===== src/rtl/olnu_pkg.sv =====
// package for the online logistic neuron update block
// types, constants and the sigmoid base table; no dependencies
`timescale 1ns / 1ps
package olnu_pkg;

  // segment count stays a power of two so segment bounds and interpolation are shifts
  localparam int SigmoidSegments = 16;
  localparam int SegShift = 20 - $clog2(SigmoidSegments);
  localparam int DefWeightBits = 24;
  localparam logic [15:0] LrReset = 16'd6554;
  localparam logic [15:0] TargetReset = 16'd52429;
  localparam logic [16:0] OneQ16 = 17'h10000;
  localparam int CfgAddrBits = 3;
  localparam logic [CfgAddrBits-1:0] AddrLearningRate = 3'd0;
  localparam logic [CfgAddrBits-1:0] AddrTargetDifficulty = 3'd4;

  typedef enum logic [3:0] {
    ST_IDLE,
    ST_DIV_HIT,
    ST_DIV_ENEMY,
    ST_MUL_HIT,
    ST_MUL_ENEMY,
    ST_CLAMP,
    ST_SEG,
    ST_INTERP,
    ST_ERR,
    ST_SCALE,
    ST_UPD_HIT,
    ST_UPD_ENEMY,
    ST_OUT
  } olnu_state_t;

  typedef struct packed {
    logic load;
    logic div_start;
    logic div_sel_enemy;
    logic mul_hit;
    logic mul_enemy;
    logic clamp;
    logic seg;
    logic interp;
    logic err;
    logic scale;
    logic upd_hit;
    logic upd_enemy;
    logic out_load;
  } olnu_cmd_t;

  typedef struct packed {
    logic div_done;
  } olnu_stat_t;

  function automatic logic [15:0] sig_tab(input logic [5:0] i);
    case (i)
      6'd0: sig_tab = 16'd22;     6'd1: sig_tab = 16'd36;
      6'd2: sig_tab = 16'd60;     6'd3: sig_tab = 16'd98;
      6'd4: sig_tab = 16'd162;    6'd5: sig_tab = 16'd267;
      6'd6: sig_tab = 16'd439;    6'd7: sig_tab = 16'd720;
      6'd8: sig_tab = 16'd1179;   6'd9: sig_tab = 16'd1921;
      6'd10: sig_tab = 16'd3108;  6'd11: sig_tab = 16'd4971;
      6'd12: sig_tab = 16'd7812;  6'd13: sig_tab = 16'd11956;
      6'd14: sig_tab = 16'd17625; 6'd15: sig_tab = 16'd24743;
      6'd16: sig_tab = 16'd32768; 6'd17: sig_tab = 16'd40793;
      6'd18: sig_tab = 16'd47911; 6'd19: sig_tab = 16'd53581;
      6'd20: sig_tab = 16'd57724; 6'd21: sig_tab = 16'd60565;
      6'd22: sig_tab = 16'd62428; 6'd23: sig_tab = 16'd63615;
      6'd24: sig_tab = 16'd64357; 6'd25: sig_tab = 16'd64816;
      6'd26: sig_tab = 16'd65097; 6'd27: sig_tab = 16'd65269;
      6'd28: sig_tab = 16'd65374; 6'd29: sig_tab = 16'd65438;
      6'd30: sig_tab = 16'd65476; 6'd31: sig_tab = 16'd65500;
      default: sig_tab = 16'd65514;
    endcase
  endfunction

  // base curve at u in [0, 16.0] measured from -8, u is 21 bits
  function automatic logic [15:0] base_curve(input logic [20:0] u);
    logic [5:0] idx;
    logic [14:0] frac;
    logic [15:0] y0;
    logic [15:0] y1;
    logic [31:0] prod;
    idx = u[20:15];
    frac = u[14:0];
    y0 = sig_tab(idx);
    y1 = sig_tab(idx + 6'd1);
    prod = 32'(y1 - y0) * 32'(frac);
    if (idx >= 6'd32) begin
      base_curve = sig_tab(6'd32);
    end else begin
      base_curve = y0 + prod[30:15];
    end
  endfunction

endpackage


===== src/rtl/olnu_ctrl.sv =====
// controller state machine sequencing the datapath
// depends on olnu_pkg
`timescale 1ns / 1ps
module olnu_ctrl
  import olnu_pkg::*;
(
  input  logic       clk,
  input  logic       rst,
  input  logic       in_fire,
  input  logic       out_fire,
  input  olnu_stat_t stat,
  output olnu_cmd_t  cmd,
  output logic       busy,
  output logic       out_valid
);

  olnu_state_t state, state_next;
  logic div_go;

  always_ff @(posedge clk) begin
    if (rst) begin
      state <= ST_IDLE;
      out_valid <= 1'b0;
      div_go <= 1'b0;
    end else begin
      state <= state_next;
      div_go <= (state_next != state) &&
                (state_next == ST_DIV_HIT || state_next == ST_DIV_ENEMY);
      if (state == ST_OUT) out_valid <= 1'b1;
      else if (out_fire) out_valid <= 1'b0;
    end
  end

  always_comb begin
    state_next = state;
    case (state)
      ST_IDLE:      if (in_fire) state_next = ST_DIV_HIT;
      ST_DIV_HIT:   if (stat.div_done) state_next = ST_DIV_ENEMY;
      ST_DIV_ENEMY: if (stat.div_done) state_next = ST_MUL_HIT;
      ST_MUL_HIT:   state_next = ST_MUL_ENEMY;
      ST_MUL_ENEMY: state_next = ST_CLAMP;
      ST_CLAMP:     state_next = ST_SEG;
      ST_SEG:       state_next = ST_INTERP;
      ST_INTERP:    state_next = ST_ERR;
      ST_ERR:       state_next = ST_SCALE;
      ST_SCALE:     state_next = ST_UPD_HIT;
      ST_UPD_HIT:   state_next = ST_UPD_ENEMY;
      ST_UPD_ENEMY: state_next = ST_OUT;
      ST_OUT:       if (!out_valid || out_fire) state_next = ST_IDLE;
      default:      state_next = ST_IDLE;
    endcase
  end

  always_comb begin
    cmd = '0;
    cmd.load = in_fire;
    cmd.div_start = div_go;
    cmd.div_sel_enemy = (state == ST_DIV_ENEMY);
    case (state)
      ST_MUL_HIT:   cmd.mul_hit = 1'b1;
      ST_MUL_ENEMY: cmd.mul_enemy = 1'b1;
      ST_CLAMP:     cmd.clamp = 1'b1;
      ST_SEG:       cmd.seg = 1'b1;
      ST_INTERP:    cmd.interp = 1'b1;
      ST_ERR:       cmd.err = 1'b1;
      ST_SCALE:     cmd.scale = 1'b1;
      ST_UPD_HIT:   cmd.upd_hit = 1'b1;
      ST_UPD_ENEMY: cmd.upd_enemy = 1'b1;
      ST_OUT:       cmd.out_load = !out_valid || out_fire;
      default:      cmd.load = in_fire;
    endcase
  end

  assign busy = (state != ST_IDLE);

`ifndef SYNTH
  a_load_idle: assert property (@(posedge clk) disable iff (rst)
    in_fire |-> state == ST_IDLE) else $error("item taken while busy");
  a_div_seq: assert property (@(posedge clk) disable iff (rst)
    (state == ST_DIV_HIT && stat.div_done) |=> state == ST_DIV_ENEMY)
    else $error("divide sequence broken");
  a_out_hold: assert property (@(posedge clk) disable iff (rst)
    (out_valid && !out_fire) |=> out_valid) else $error("result dropped");
`endif

endmodule


===== config.mk =====
export PLATFORM = sky130hd
export DESIGN_NAME = olnu_ctrl
export DESIGN_NICKNAME = d
export VERILOG_FILES = /design/src/rtl/olnu_pkg.sv /design/src/rtl/olnu_ctrl.sv
export SDC_FILE = /design/constraint.sdc
export NUM_CORES = 1
export LEC_CHECK = 0
export ABC_AREA = 1
export BUFFER_PORTS_ARGS = -buffer_cell sky130_fd_sc_hd__buf_4
export CORE_AREA = 3 3 40 42
export DETAILED_ROUTE_END_ITERATION = 8
export DIE_AREA = 0 0 43 45
export GPL_TIMING_DRIVEN = 0
export PLACE_DENSITY = 0.67
export SYNTH_ARGS = -nofsm -noshare
export SYNTH_HDL_FRONTEND = slang
export SYNTH_SLANG_ARGS = --single-unit

===== constraint.sdc =====
create_clock -name clk -period 1.1 [get_ports clk]
set_clock_uncertainty 0.05 [all_clocks]
set_input_delay 0.055 -clock clk [delete_from_list [all_inputs] [get_ports clk]]
set_output_delay 0.055 -clock clk [all_outputs]
set_load 0.005 [all_outputs]

==> flow_summary_export.csv, run 1 <==
group,metric,value,unit
worst_hold_path,min_path_type,"in2reg",
timing,setup_violations,11,
power,ir_drop,555,uV
outcome,status,"complete, but fails checks",
worst_hold_path,hold_end,"out_valid$_SDFFE_PP0P_",
detailed_routing,wl_met1,466,um
floorplan,fp.dieH,45,um
floorplan,num_rows,13,
flow_run,max_cap_viol_count,0,
setup_path,cp_max_fo,5,
detailed_routing,drc,0,
layout,nets,105,
yosys,ys_ff_latch,6,
power,power.density,944,nW/um^2
setup_path,start_kind,"flip-flop",
power,power,693,uW
floorplan,core_area,1280,sq um
place,io_buffers,19,
place,dpl_worst_slack,-0.200,ns
detailed_routing,wl_per_cell,10.5,um
setup_path,crit_type,"reg2out",
detailed_routing,top_layer,"met4",
layout,insertedDiodeCount,0,
clocking,insertion_delay,0.24,ns
floorplan,die_area,1940,sq um
yosys,avgSynthCellArea,5.85,sq um
floorplan,chipWidth,43,um
detailed_routing,drt_iter0_drc,4,
timing,clock.fmax,0.839,GHz
clocking,path_clk_slew,0.04,ns
setup_path,timing.rr.end,"div_go$_SDFF_PP0_",
detailed_routing,drtAntennaViolNets,0,
timing,slew_violations,0,
timing,finalCriticalPeriod,1.19,ns
floorplan,ios,20,
detailed_routing,routed_wirelength,1180,um
grt,antenna_found_initial,0,
yosys,ys.warnings.count,0,
layout,fillers,121,
timing,worst_pin_slew,0.203,ns
setup_path,crit_required,1.00,ns
detailed_routing,wl_met3,74,um
worst_hold_path,hold_start,"out_fire",
yosys,synth.distinct_cells,15,
layout,finish.utilization,0.572,
layout,final_cell_mix,"buf_4 (21), nor2_1 (10), inv_2 (9), nand2_1 (7)",
timing,rsz0062_at_grt,"true",
detailed_routing,avgViaCountPerCell,4.57,
yosys,syn_nets,79,
clocking,cts_tree,"yes",
setup_path,critPathCaptureType,"primary output",
grt,grt_max_degree,7,
timing,period_share,1.08,
power,leakage,0.387,nW
floorplan,start_util,0.337,
detailed_routing,dr.pass1.iters,3,
detailed_routing,route.met2.wl,633,um
clocking,cts_buffers,3,
yosys,seq_area_frac_synth,0.277,
outcome,violations,"setup timing",
place,post-dp-hpwl,833,um
setup_path,cp.arrival,1.09,ns
grt,grtUsageTotal,0.130,
setup_path,r2r-start,"state[3]$_SDFF_PP0_",
setup_path,crit_start,"state[1]$_SDFF_PP0_",
yosys,netlist_instances,74,
worst_hold_path,hold_depth,4,
grt,grt_pass1_wl,1880,um
layout,multi_input_area,317,sq um
layout,mostFrequentLayoutCell,"buf_4",
clocking,ctsHtreeMaxLevel,1,
yosys,netlist_area,433,sq um
timing,slew_headroom,0.864,
clocking,cts_root_buf,"clkbuf_4",
layout,drive_gt1_frac,0.602,
timing,finalHoldViolCount,0,
grt,overflow,0,
clocking,clock_sinks,6,
setup_path,worst_r2r_path_depth,7,
grt,grt_pass1_vias,442,
clocking,clockBufferDepth,2,
setup_path,worst-r2r-setup-slack,-0.06,ns
timing,setup_slack,-0.0917,ns
layout,register_area,135,sq um
layout,areaGrowthSynthToFinish,69.7,%
detailed_routing,vias,516,
place,place.gp.congestion,0.786,
Yosys cell counts:
library cell	count	area [sq um]
nor2_1	16	60.1
inv_1	13	48.8
nand2_1	13	48.8
nand3_1	7	35.0
dfxtp_1	6	120
inv_2	3	11.3
nand2_2	3	18.8
nand4_1	3	18.8
a21oi_1	2	10.0
a31oi_1	2	12.5
buf_4	2	15.0
and2_1	1	6.26
nand3_2	1	10.0
nor2_2	1	6.26
nor2_4	1	11.3
stage by stage:
stage	cell area (sq um)	hold slack, ns	setup TNS, ns	cells
5_1_grt	734	0.0746	-1.28	113
6_report	734	0.0471	-0.562	113
2_1_floorplan	433	0.0741	0	74
3_5_place_dp	594	0.191	-0.441	108
4_1_cts	677	0.0358	-0.437	112
3_3_place_gp	594	0.191	-0.428	108
cell families (layout without fill, tap and decap cells):
group / count (synthesis) / after routing / share of synthesized area
flops: 6 / 6 / 0.277
compound gates: 4 / 4 / 0.0520
simple gates: 46 / 46 / 0.497
buf+inv: 18 / 42 / 0.173
state kept, by name (all words and copies together) (netlist names):
| register | cells |
|---|---|
| div_go | 1 |
| out_valid | 1 |
| state | 4 |
worst max-delay path by stage:
| stage | to | slack [ns] | cells past startpoint |
|---|---|---|---|
| 5_1_grt | cmd[0] | -0.15 | 5 |
| 3_3_place_gp | div_go$_SDFF_PP0_ | -0.19 | 6 |
| 3_5_place_dp | div_go$_SDFF_PP0_ | -0.20 | 6 |
| 2_1_floorplan | div_go$_SDFF_PP0_ | 0.02 | 6 |
| 4_1_cts | cmd[8] | -0.07 | 4 |
| 6_report | cmd[0] | -0.09 | 4 |
layer usage:
layer / vias up / global-route usage
li1: 278 / -
met1: 223 / 0.142
met2: 13 / 0.240
met3: 2 / 0.0199
met4: 0 / 0.0723
met5: - / 0
critical path, cell delays in order, from the launching register on:
cell	delay, ns
dfxtp_4	0.37
nor2_4	0.20
nand2_2	0.08
nor2_1	0.08
buf_4	0.11
cell type report:
cell class	count	share of cell area
multi-input combinational	50	0.431
timing repair buffer	21	0.223
sequential	6	0.184
inverter	16	0.0852
clock buffer	3	0.0307
tap	15	0.0256
buffer	2	0.0204
what timing repair did:
action	CTS	global route
setup endpoints to repair	17	16
pin swaps	2	10
gates cloned	0	0
buffers inserted	0	1
hold buffers	1	0
endpoints found under the hold margin	3	0
gates resized for setup	18	21
where the power goes:
part           switching, mW  total [mW]  internal [mW]
Sequential            0.0256       0.259          0.234
Combinational          0.124       0.232          0.107
Clock                 0.0789       0.202          0.123
Power figures use the tool's default switching activity.
==> inputs of run 2 (changes only) <==
--- a/config.mk
+++ b/config.mk
@@ -11,7 +11,7 @@
 export DETAILED_ROUTE_END_ITERATION = 8
 export DIE_AREA = 0 0 43 45
 export GPL_TIMING_DRIVEN = 0
-export PLACE_DENSITY = 0.67
+export PLACE_DENSITY = 0.64
 export SYNTH_ARGS = -nofsm -noshare
 export SYNTH_HDL_FRONTEND = slang
 export SYNTH_SLANG_ARGS = --single-unit
==> flow_summary_export.csv, run 2 (synthesis gave the netlist of run 1 again) <==
group,metric,value,unit
setup_path,critPathCaptureType,"primary output",
floorplan,die_area,1940,sq um
layout,insertedDiodeCount,0,
detailed_routing,vias,522,
floorplan,core_area,1280,sq um
place,place_inst,108,
timing,worst_pin_slew,0.226,ns
layout,largest_reg_flops,4,
grt,grt_max_degree,7,
clocking,cts_root_buf,"clkbuf_4",
floorplan,fp.dieH,45,um
place,place.gp.congestion,0.758,
timing,finalHoldViolCount,0,
layout,mostFrequentLayoutCell,"buf_4",
timing,finalCriticalPeriod,1.19,ns
floorplan,num_rows,13,
layout,regMostFlops,"state",
layout,final_cell_mix,"buf_4 (21), nor2_1 (9), nand2_1 (9), inv_1 (8)",
detailed_routing,top_layer,"met3",
floorplan,start_util,0.337,
setup_path,worst_path_max_delay_cell,"dfxtp_4",
power,ir_drop,524,uV
detailed_routing,wl_met3,78,um
timing,slew_violations,0,
detailed_routing,route.met2.wl,699,um
setup_path,crit_chain,"nor2_4 -> nand2_2 -> nor2_1 -> buf_4",
setup_path,worst-r2r-setup-slack,-0.05,ns
setup_path,critPathMaxStageDelay,0.36,ns
floorplan,chipWidth,43,um
clocking,clockBufferDepth,2,
clocking,cts_buffers,3,
grt,overflow,0,
flow_run,max_cap_viol_count,0,
setup_path,cp.arrival,1.09,ns
setup_path,start_kind,"flip-flop",
detailed_routing,wl_met1,484,um
setup_path,crit_type,"reg2out",
timing,clock.fmax,0.838,GHz
layout,areaGrowthSynthToFinish,69.7,%
setup_path,cpLargestDelayFamily,"simple AND/OR/NAND/NOR gates",
clocking,cts_tree,"yes",
timing,setup_violations,13,
clocking,insertion_delay,0.25,ns
timing,slew_headroom,0.849,
outcome,violations,"setup timing",
layout,top_regs,"state (4), div_go (1), out_valid (1)",
grt,grt_pass1_wl,1770,um
power,leakage,0.403,nW
detailed_routing,drtAntennaViolNets,0,
timing,period_share,1.08,
layout,nets,105,
setup_path,crit_buf_inv,1,
grt,grt_pass1_vias,456,
clocking,path_clk_slew,0.05,ns
layout,stdcell_count,113,
detailed_routing,dr.pass1.iters,4,
detailed_routing,avgViaCountPerCell,4.62,
place,io_buffers,19,
detailed_routing,drt_iter0_drc,5,
detailed_routing,wl_per_cell,11.2,um
grt,antenna_found_initial,0,
layout,finish.utilization,0.572,
grt,grtUsageTotal,0.122,
setup_path,crit_required,1.00,ns
detailed_routing,routed_wirelength,1260,um
timing,rsz0062_at_grt,"true",
power,power.density,942,nW/um^2
clocking,ctsHtreeMaxLevel,1,
detailed_routing,drc,0,
layout,drive_gt1_frac,0.571,
timing,setup_slack,-0.0930,ns
outcome,status,"complete, but fails checks",
clocking,clock_sinks,6,
floorplan,ios,20,
setup_path,cp_max_fo,5,
worst_hold_path,min_path_type,"in2reg",
place,post-dp-hpwl,833,um
## run 2: cell counts in the layout (fill, tap and decap cells not counted)
Identical to the previous run, type by type.
## run 2: final cells by class
| cell class | count | area [sq um] |
|---|---|---|
| Sequential cell | 6 | 135 |
| Inverter | 16 | 65.1 |
| Tap cell | 15 | 18.8 |
| Buffer | 2 | 15.0 |
| Timing Repair Buffer | 21 | 164 |
| Multi-Input combinational cell | 50 | 314 |
| Clock buffer | 3 | 22.5 |
| Fill cell | 122 | 551 |
## run 2: repair_timing
action                                  4_1_cts  5_1_grt
endpoints found under the setup margin       17       15
endpoints found under the hold margin         3        0
hold buffers                                  1        0
setup buffers                                 1        0
gates resized for setup                      20       17
pin swaps                                     4        3
cloned                                        0        0
## run 2: report_power, final
part           total (mW)  leakage [nW]  internal [mW]  switching, mW
Sequential          0.259        0.0519          0.234         0.0252
Clock               0.206        0.0138          0.124         0.0827
Combinational       0.227         0.337          0.104          0.123
Total               0.692         0.403          0.461          0.231
## run 2: worst reg2reg max path: cells and delay by family (launching register included)
kind / cells / cell delay (ns)
buffers and inverters: 1 / 0.04
flip-flops: 1 / 0.40
AND/OR/NAND/NOR: 7 / 0.61
## run 2: layer usage
| layer | track usage | up-vias |
|---|---|---|
| met2 | 0.204 | 12 |
| met3 | 0.0598 | 0 |
| met1 | 0.145 | 234 |
| li1 | - | 276 |
| met4 | 0.0181 | 0 |
| met5 | 0 | - |
## run 2: metrics by stage
step                      worst slack (ns)  setup TNS (ns)  area, sq um  power [mW]  hold slack (ns)
after global routing                -0.170           -1.46          734       0.727           0.0708
after detailed placement            -0.189          -0.439          594       0.440            0.195
after CTS                          -0.0633          -0.423          689       0.663           0.0336
after floorplan                     0.0154               0          433       0.370           0.0741
final                              -0.0930          -0.580          734       0.692           0.0511
after global placement              -0.219          -0.545          594       0.440            0.194
## run 2: final timing paths
| path | startpoint | to | cells after the start |
|---|---|---|---|
| min reg2reg | out_valid$_SDFFE_PP0P_ | out_valid$_SDFFE_PP0P_ | 4 |
| max reg2reg | state[1]$_SDFF_PP0_ | div_go$_SDFF_PP0_ | 8 |
| max | state[0]$_SDFF_PP0_ | cmd[0] | 4 |
| min | out_fire | out_valid$_SDFFE_PP0P_ | 4 |
==> inputs of run 3 (changes only) <==
--- a/config.mk
+++ b/config.mk
@@ -5,13 +5,13 @@
 export SDC_FILE = /design/constraint.sdc
 export NUM_CORES = 1
 export LEC_CHECK = 0
-export ABC_AREA = 1
 export BUFFER_PORTS_ARGS = -buffer_cell sky130_fd_sc_hd__buf_4
 export CORE_AREA = 3 3 40 42
 export DETAILED_ROUTE_END_ITERATION = 8
 export DIE_AREA = 0 0 43 45
 export GPL_TIMING_DRIVEN = 0
-export PLACE_DENSITY = 0.64
+export PLACE_DENSITY = 0.61
+export REMOVE_ABC_BUFFERS = 1
 export SYNTH_ARGS = -nofsm -noshare
 export SYNTH_HDL_FRONTEND = slang
 export SYNTH_SLANG_ARGS = --single-unit
==> flow_summary_export.csv, run 3 <==
group,metric,value,unit
power,leakage,0.364,nW
clocking,clock_sinks,6,
detailed_routing,drtAntennaViolNets,0,
timing,rsz0062_at_grt,"true",
layout,final_cell_mix,"buf_4 (25), buf_6 (11), nor2_2 (4), dfxtp_4 (4)",
place,io_buffers,19,
yosys,synth_area_leaders,"dfxtp_1 (30%), buf_4 (7.5%), nor2_1 (7.5%), nor3_1 (6.3%), a21oi_1 (5.0%)",
yosys,yosysMostFrequentCell,"nor2_1",
setup_path,crit_chain,"buf_6 -> buf_4 -> nor3_4 -> buf_4",
clocking,insertion_delay,0.25,ns
grt,antenna_found_initial,0,
place,place_area,513,sq um
layout,finish.utilization,0.676,
timing,tns,-1.93,ns
layout,final_area,868,sq um
flow_run,max_cap_viol_count,0,
power,ir_drop,624,uV
floorplan,start_util,0.310,
timing,slew_headroom,0.832,
detailed_routing,avgViaCountPerCell,4.92,
layout,mostFrequentLayoutCell,"buf_4",
grt,grt_pass1_vias,481,
setup_path,worst_path_max_delay_cell,"dfxtp_4",
layout,top_regs,"state (4), div_go (1), out_valid (1)",
setup_path,critPathCaptureType,"primary output",
yosys,ys_ff_latch,6,
floorplan,chipWidth,43,um
grt,grt_pass1_wl,2150,um
clocking,cts_root_buf,"clkbuf_4",
grt,overflow,0,
yosys,synth_common_cells,"nor2_1 (8), dfxtp_1 (6), nor3_1 (5)",
outcome,status,"complete, but fails checks",
detailed_routing,wl_per_cell,15.3,um
timing,setup_slack,-0.191,ns
timing,setup_violations,17,
setup_path,cp_max_fo,5,
setup_path,crit_required,1.00,ns
yosys,yosysTopAreaCell,"dfxtp_1",
layout,register_area,135,sq um
yosys,async_flop_share,0,
yosys,avgSynthCellArea,7.51,sq um
place,post-dp-hpwl,698,um
clocking,cts_tree,"yes",
timing,period_share,1.17,
setup_path,cpMostUsedCell,"buf_4",
layout,nets,94,
yosys,synth_top_area_frac,0.302,
place,place_inst,81,
detailed_routing,drc,0,
floorplan,num_rows,13,
yosys,netlist_instances,53,
detailed_routing,drt_iter0_drc,8,
grt,grtUsageTotal,0.151,
timing,worst_pin_slew,0.251,ns
floorplan,die_area,1940,sq um
layout,largest_reg_flops,4,
layout,insertedDiodeCount,0,
floorplan,fp.dieH,45,um
clocking,cts_buffers,3,
timing,clock.fmax,0.775,GHz
detailed_routing,vias,502,
layout,stdcell_count,102,
setup_path,crit_type,"reg2out",
layout,multi_input_area,360,sq um
grt,grt_max_degree,10,
yosys,synth_ff_type,"dfxtp_1",
setup_path,cp.arrival,1.19,ns
floorplan,core_area,1280,sq um
yosys,synth_edf_count,0,
power,power.density,888,nW/um^2
clocking,ctsHtreeMaxLevel,1,
floorplan,ios,20,
clocking,path_clk_slew,0.04,ns
place,place.gp.congestion,0.716,
layout,drive_gt1_frac,0.782,
timing,finalHoldViolCount,0,
worst_hold_path,min_path_type,"in2reg",
detailed_routing,dr.pass1.iters,4,
yosys,ys.warnings.count,0,
setup_path,start_kind,"flip-flop",
layout,regMostFlops,"state",
detailed_routing,routed_wirelength,1560,um
outcome,violations,"setup timing",
yosys,seq_area_frac_synth,0.302,
yosys,netlist_area,398,sq um
clocking,clockBufferDepth,2,
yosys,synth.distinct_cells,23,
timing,slew_violations,0,
layout,areaGrowthSynthToFinish,118,%
setup_path,critPathMaxStageDelay,0.36,ns
timing,finalCriticalPeriod,1.29,ns
layout,fillers,100,
[run 3: cell count changes in the layout (fill, tap and decap cells not counted), sizes merged, moves of 3 or more]
cell	change
nand2	-12
buf	+14
nor3	+5
nand3	-7
inv	-14
nand2b	+4
nand4	-3
nor2	-10
[run 3: metrics by stage]
stage	setup slack (ns)	power (mW)	hold WS [ns]
floorplan	-0.0616	0.313	0.0600
global placement	-0.235	0.373	0.222
detailed placement	-0.242	0.374	0.226
CTS	-0.162	0.711	0.0229
global route	-0.263	0.815	0.0555
finish	-0.191	0.771	0.0443
[run 3: kinds of logic (layout without fill, tap and decap cells)]
family	after synthesis	in the layout	synth area share
compound gates	9	9	0.145
buf+inv	8	42	0.135
flops	6	6	0.302
mux	2	2	0.0503
simple gates	28	28	0.368
[run 3: final timing paths]
kind	start	end	slack (ns)	cells past startpoint
setup / recovery	state[0]$_SDFF_PP0_	cmd[8]	-0.19	4
hold / removal	rst	state[1]$_SDFF_PP0_	0.04	3
setup reg to reg	state[0]$_SDFF_PP0_	state[2]$_SDFF_PP0_	-0.18	5
hold reg to reg	out_valid$_SDFFE_PP0P_	out_valid$_SDFFE_PP0P_	0.47	2
[run 3: final cells by class]
| class | instances | share of cell area |
|---|---|---|
| inverters | 2 | 0.0115 |
| flip-flops and latches | 6 | 0.156 |
| multi-input cells | 39 | 0.415 |
| well taps | 15 | 0.0216 |
| clock buffers | 3 | 0.0259 |
| repair buffers | 37 | 0.370 |
[run 3: worst max-delay path, delay by kind of cell (launching register included)]
kind	cells	cell delay, ns
buffers and inverters	3	0.41
flip-flops	1	0.36
AND/OR/NAND/NOR	1	0.18
[run 3: power by group]
group	internal, mW	switching (mW)	total, mW
Clock	0.124	0.0891	0.213
Sequential	0.230	0.0252	0.255
Combinational	0.178	0.124	0.302
[run 3: timing repair]
item	4_1_cts	5_1_grt
hold buffers	1	0
resized for setup	38	17
endpoints found under the setup margin	17	17
endpoints found under the hold margin	5	0
setup buffers	12	6
pin swaps	15	9
[run 3: layer usage]
layer	vias to the layer above	wire length (um)	global-route usage
li1	252	-	-
met1	235	706	0.189
met2	15	746	0.240
met3	0	104	0.0797
met4	0	0	0.0181
met5	-	0	0
